## config.mk

```make
export PLATFORM = sky130hd
export DESIGN_NAME = slru_lru_upd
export DESIGN_NICKNAME = d
export VERILOG_FILES = /design/src/hw/rtl/slru_lru_upd.sv
export SDC_FILE = /design/constraint.sdc
export NUM_CORES = 1
export LEC_CHECK = 0
export ABC_AREA = 1
export BUFFER_PORTS_ARGS = -buffer_cell sky130_fd_sc_hd__buf_2
export CAP_MARGIN = 10
export CELL_PAD_IN_SITES_DETAIL_PLACEMENT = 1
export CELL_PAD_IN_SITES_GLOBAL_PLACEMENT = 1
export CORE_AREA = 2 2 622 624
export DETAILED_ROUTE_END_ITERATION = 7
export DIE_AREA = 0 0 624 626
export MAX_ROUTING_LAYER = met4
export PLACE_DENSITY_LB_ADDON = 0.1
export SLEW_MARGIN = 25
export SYNTH_ARGS = -nofsm -noshare
export SYNTH_HDL_FRONTEND = slang
export SYNTH_SLANG_ARGS = --single-unit
```

## constraint.sdc

```tcl
create_clock -name vclk -period 3.6
set_clock_uncertainty 0.15 [all_clocks]
set_input_delay 0.36 -clock vclk [all_inputs]
set_output_delay 0.36 -clock vclk [all_outputs]
set_load 0.05 [all_outputs]
```

## src/hw/rtl/slru_lru_upd.sv

```systemverilog
// Tag compare and most-recently-used reordering of one set row.
`default_nettype none

module slru_lru_upd #(
  parameter int unsigned WAYS  = 16,
  parameter int unsigned TAG_W = 49
) (
  input  logic [WAYS-1:0][TAG_W-1:0] row_i,
  input  logic [TAG_W-1:0]           tag_i,
  output logic [WAYS-1:0][TAG_W-1:0] row_o,
  output logic                       hit_o
);

  logic [WAYS-1:0] match;
  logic [WAYS-1:0] shift;
  logic            seen;

  always_comb begin
    for (int i = 0; i < WAYS; i++) begin
      match[i] = (row_i[i] == tag_i);
    end
  end

  // A way shifts back when no earlier way matched: that covers every way up
  // to the hit position, or all ways on a miss.
  always_comb begin
    seen = 1'b0;
    for (int i = 0; i < WAYS; i++) begin
      shift[i] = ~seen;
      seen     = seen | match[i];
    end
  end

  always_comb begin
    row_o[0] = tag_i;
    for (int i = 1; i < WAYS; i++) begin
      row_o[i] = shift[i] ? row_i[i-1] : row_i[i];
    end
  end

  assign hit_o = |match;

endmodule

`default_nettype wire

```

==> results of run 1 <==
[cells by family after synthesis]
| family | after synthesis | share of synthesized area (%) |
|---|---|---|
| mux | 16 | 0.782 |
| buf+inv | 861 | 16.9 |
| xor+xnor | 473 | 18.0 |
| compound gates | 658 | 14.6 |
| simple gates | 2863 | 49.7 |
[what timing repair did]
| item | 4_1_cts | 5_1_grt |
|---|---|---|
| resized for setup | 552 | 742 |
| gates cloned | 8 | 15 |
| hold endpoints to repair | 0 | 0 |
| pin swaps | 54 | 134 |
| buffers inserted | 53 | 85 |
| endpoints found under the setup margin | 730 | 673 |
[area by class of cell]
type | count | area, um^2
Tap cell | 5060 | 6330
Inverter | 535 | 2260
Timing Repair Buffer | 3091 | 34000
Antenna cell | 117 | 293
Fill cell | 46100 | 320000
Multi-Input combinational cell | 4010 | 21900
[metal layers]
| layer | up-vias | part of all wire (%) | GRT usage [%] |
|---|---|---|---|
| met5 | - | 0 | - |
| met3 | 452 | 4.0 | 3.36 |
| met4 | 0 | 4.0 | 6.94 |
| met2 | 1728 | 56 | 50.3 |
| met1 | 22400 | 36 | 24.6 |
| li1 | 20700 | - | - |
[per-stage QoR]
step | hold WS (ps) | worst slack [ps] | cell area, um^2 | util [%] | instances
floorplan | 737 | 34.0 | 23000 | - | 4871
global placement | 898 | -1530 | 58200 | 15.1 | 12600
detailed placement | 898 | -1510 | 58200 | 15.1 | 12600
CTS | 898 | -363 | 60900 | 15.8 | 12600
global route | 899 | -300 | 64700 | 16.8 | 12800
finish | 893 | -236 | 64700 | 16.8 | 12800
[power by group]
group	switching [mW]	internal [mW]
clock	0	0.00000427
sequential	0	0
combinational	6.56	4.12
total	6.56	4.12
[final timing paths]
kind	endpoint	slack [ps]	depth (start not counted)
max	row_o[772]	-240	19
min	row_o[21]	890	2
[cell usage in the layout, fill, tap and decap left out, drive strengths merged, types with 6 or more instances in the layout]
cell type  Yosys  routed
nand4        117     117
nor3          28      28
buf          237    3068
clkinvlp       0       9
nor2         506     506
clkbuf        89      18
xor2         188     188
inv          534     518
a22o           7       7
a21oi         69      69
xnor2        285     285
clkinv         1       8
o21ai        558     558
nand2       2015    2015
nor4          13      13
nand3        157     157
and2           6       6
diode          0     117
mux2          16      16
nand2b         6       6
o22ai         21      21
==> flow_summary.yaml, run 1 <==
status:
  status: "finished with violations"
  violations: "negative setup slack"
logic_synthesis:
  ys_top_cells_by_count: "nand2_1, o21ai_0, nor2_1, inv_1, xnor2_1"
  yosysUniqueCellTypes: 37
  synth_top_area_cell: "nand2_1"
  yosysTopAreaCellShare_pct: 32.7
  synthCells: 4871
  synth_nets: 5704
  ys_seq_area_share_pct: 0
  yosysMostFrequentCell: "nand2_1"
  syn_area_mm2: 0.0230
  synth.avg_cell_area_um2: 4.73
  yosys_warnings: 0
  synthTopCellsByArea: "nand2_1, o21ai_0, xnor2_1"
sta:
  setup_ws_ps: -236
  worst_slew_pin_slew_ps: 704
  fmax_mhz: 261
  hold_viol: 0
  layout_min_cycle_time_ps: 3840
  setup_violations: 296
  rsz0062_at_grt: "yes"
  max_slew_margin_pct: 52.6
  post-route-period-util_pct: 107
  slew_viol_final: 0
  tns_ps: -19310
pwr:
  pwr_density_cell_mw_per_mm2: 165
  leakage_nw: 30.8
  total_power_mw: 10.7
  max-vdd-ir-drop_uv: 87.4
worst_hold_path:
  hp-start: "tag_i[21]"
  hold_path.class: "in2out"
global_routing:
  grt_pass1_vias: 47100
  grt_max_degree: 63
  grt-ovfl-total: 0
  grt_use_total_pct: 25.0
  antenna_found_initial: 257
  grt_pass1_wl_um: 595000
setup_path:
  critPathBufInv: 9
  cp_slowest_cell: "nand4_1"
  path_class: "in2out"
  slowest_delay_ps: 370
  end_kind: "output pin"
  crit_path_frequent_cell: "buf_12"
  crit_start: "tag_i[11]"
  cp-start-kind: "input port"
  arrival_ps: 3330
  crit_family: "simple AND/OR/NAND/NOR gates"
  worstPathRequired_ps: 3090
  critPathMaxFanout: 7
  worstPathCellList: "buf_4 -> buf_12 -> buf_12 -> buf_12 -> xnor2_1 -> nand4_1 -> nor2_1 -> buf_4 -> nand3_2 -> nor2_2 -> nor2_2 -> nand2_2 -> nor2_8 -> buf_12 -> buf_16 -> buf_6 -> nand4_1 -> nand2_2 -> buf_12"
cells_and_area:
  syn_to_final_growth_pct: 181
  drive_above_1_share_pct: 48.0
  num-clock-buffers: 0
  regArea_um2: 0
  nets: 8471
  n_sequential_cell: 0
floorplan:
  core-area_mm2: 0.384
  die_y_um: 626
  die-area_mm2: 0.391
  io_pins: 1618
  die_w_um: 624
  initial_core_util_pct: 6.00
  std_cell_rows: 228
routing:
  vias: 45300
  drc: 0
  drtIter0Drc: 2547
  firstDrtPassIters: 5
  ant_nets: 0
  wl_per_cell_um: 38.9
  wl_um: 498000
  vias_per_cell: 3.53
placed_design:
  gp_congestion: 0.993
  hpwl_um: 454000
  io_buffers: 1618
clock_tree:
  postCtsHoldBufs: 0
flow_run:
  cap_violations: 0
Power figures use the tool's default switching activity.
==> run 2, diff against run 1 <==
--- a/config.mk
+++ b/config.mk
@@ -15,6 +15,7 @@
 export DIE_AREA = 0 0 624 626
 export MAX_ROUTING_LAYER = met4
 export PLACE_DENSITY_LB_ADDON = 0.1
+export RECOVER_POWER = 100
 export SLEW_MARGIN = 25
 export SYNTH_ARGS = -nofsm -noshare
 export SYNTH_HDL_FRONTEND = slang
==> flow_summary.yaml, run 2 (synthesis gave the netlist of run 1 again) <==
floorplan:
  io_pins: 1618
  die_w_um: 624
  die-area_mm2: 0.391
  core-area_mm2: 0.384
  die_y_um: 626
  std_cell_rows: 228
  initial_core_util_pct: 6.00
worst_hold_path:
  hold_path.class: "in2out"
setup_path:
  slowest_delay_ps: 370
  critPathBufInv: 9
  critPathMaxFanout: 7
  path_class: "in2out"
  cp-start-kind: "input port"
  worstPathRequired_ps: 3090
  crit_family: "simple AND/OR/NAND/NOR gates"
  worstPathCellList: "buf_4 -> buf_12 -> buf_12 -> buf_12 -> xnor2_1 -> nand4_1 -> nor2_1 -> buf_4 -> nand3_2 -> nor2_2 -> nor2_2 -> nand2_2 -> nor2_8 -> buf_12 -> buf_16 -> buf_6 -> nand4_1 -> nand2_2 -> buf_12"
  cp_slowest_cell: "nand4_1"
  crit_path_frequent_cell: "buf_12"
  end_kind: "output pin"
  arrival_ps: 3330
routing:
  vias_per_cell: 3.53
  ant_nets: 0
  drtIter0Drc: 2632
  wl_um: 498000
  firstDrtPassIters: 5
  drc: 0
  wl_per_cell_um: 38.9
  vias: 45200
cells_and_area:
  layout_common_cells: "nand2_1, buf_4, buf_12"
  syn_to_final_growth_pct: 178
  instances_no_fill: 12800
  num-clock-buffers: 0
  final_util_pct: 16.7
  final_common_cell: "nand2_1"
  regArea_um2: 0
  nFillCells: 46100
  n_sequential_cell: 0
  drive_above_1_share_pct: 47.1
  nets: 8471
pwr:
  pwr_density_cell_mw_per_mm2: 165
  p_int_mw: 4.04
  total_power_mw: 10.6
  p_sw_share_pct: 61.8
  leakage_nw: 30.5
  power.share.clock_pct: 0
  max-vdd-ir-drop_uv: 87.5
  power.switching_mw: 6.55
  pwr-share-comb_pct: 100.0
  p_seq_share_pct: 0
sta:
  fmax_mhz: 261
  setup_ws_ps: -236
  worst_slew_pin_slew_ps: 798
  post-route-period-util_pct: 107
  setup_violations: 321
  hold_viol: 0
  slew_viol_final: 0
  rsz0062_at_grt: "yes"
  layout_min_cycle_time_ps: 3840
  max_slew_margin_pct: 46.2
global_routing:
  grt_pass1_vias: 47100
  grt_use_total_pct: 25.0
  grt-ovfl-total: 0
  grt_pass1_wl_um: 595000
  grt_max_degree: 63
  antenna_found_initial: 257
placed_design:
  place_inst: 12600
  io_buffers: 1618
  hpwl_um: 454000
  gp_congestion: 0.993
clock_tree:
  postCtsHoldBufs: 0
status:
  violations: "negative setup slack"
  status: "finished with violations"
flow_run:
  cap_violations: 0
## run 2: changes by cell type in the layout (fill, tap and decap cells not counted), sizes merged
cell / delta
clkdlybuf4s18: +1
clkbuf: +95
clkdlybuf4s15: +14
dlymetal6s2s: +14
inv: +1
diode: -2
clkinv: -1
buf: -124
## run 2: path summary, 6_finish.rpt
kind	startpoint	endpoint	slack [ps]	depth (start not counted)
max	tag_i[11]	row_o[772]	-240	19
min	tag_i[20]	row_o[20]	980	2
## run 2: power groups by stage
stage	clock network (mW)	logic (mW)	registers, mW
after floorplan	0	3.38	0
after global placement	0	10.3	0
after detailed placement	0	10.3	0
after CTS	0	10.5	0
after global routing	0.00000338	11.0	0
final	0.00000423	10.6	0
## run 2: final cells by class
class                      instances  area, um^2  area share (%)
tap                             5060        6330            9.87
antenna                          115         288           0.449
multi-input combinational       4010       21900            34.2
inverter                         535        2250            3.51
timing repair buffer            3091       33400            52.0
## run 2: stage by stage
stage               hold slack, ps  setup TNS [ps]  setup WS (ps)  instance area [um^2]
finish                         980          -20570           -236                 64100
global route                   986          -85860           -299                 64100
CTS                            898          -84070           -363                 60900
detailed placement             898         -438650          -1510                 58200
global placement               898         -457740          -1530                 58200
floorplan                      737               0           34.0                 23000
## run 2: layer usage
metal / wire length, um / global-route usage (%) / vias up
met4: 19900 / 6.94 / 0
met3: 21000 / 3.36 / 459
met2: 280000 / 50.3 / 1734
met1: 177000 / 24.6 / 22300
met5: 0 / - / -
li1: - / - / 20700
## run 2: timing repair
action | 4_1_cts | 5_1_grt
cloned | 8 | 15
pin swaps | 54 | 134
gates resized for setup | 552 | 742
buffers inserted | 53 | 85
setup endpoints to repair | 730 | 673
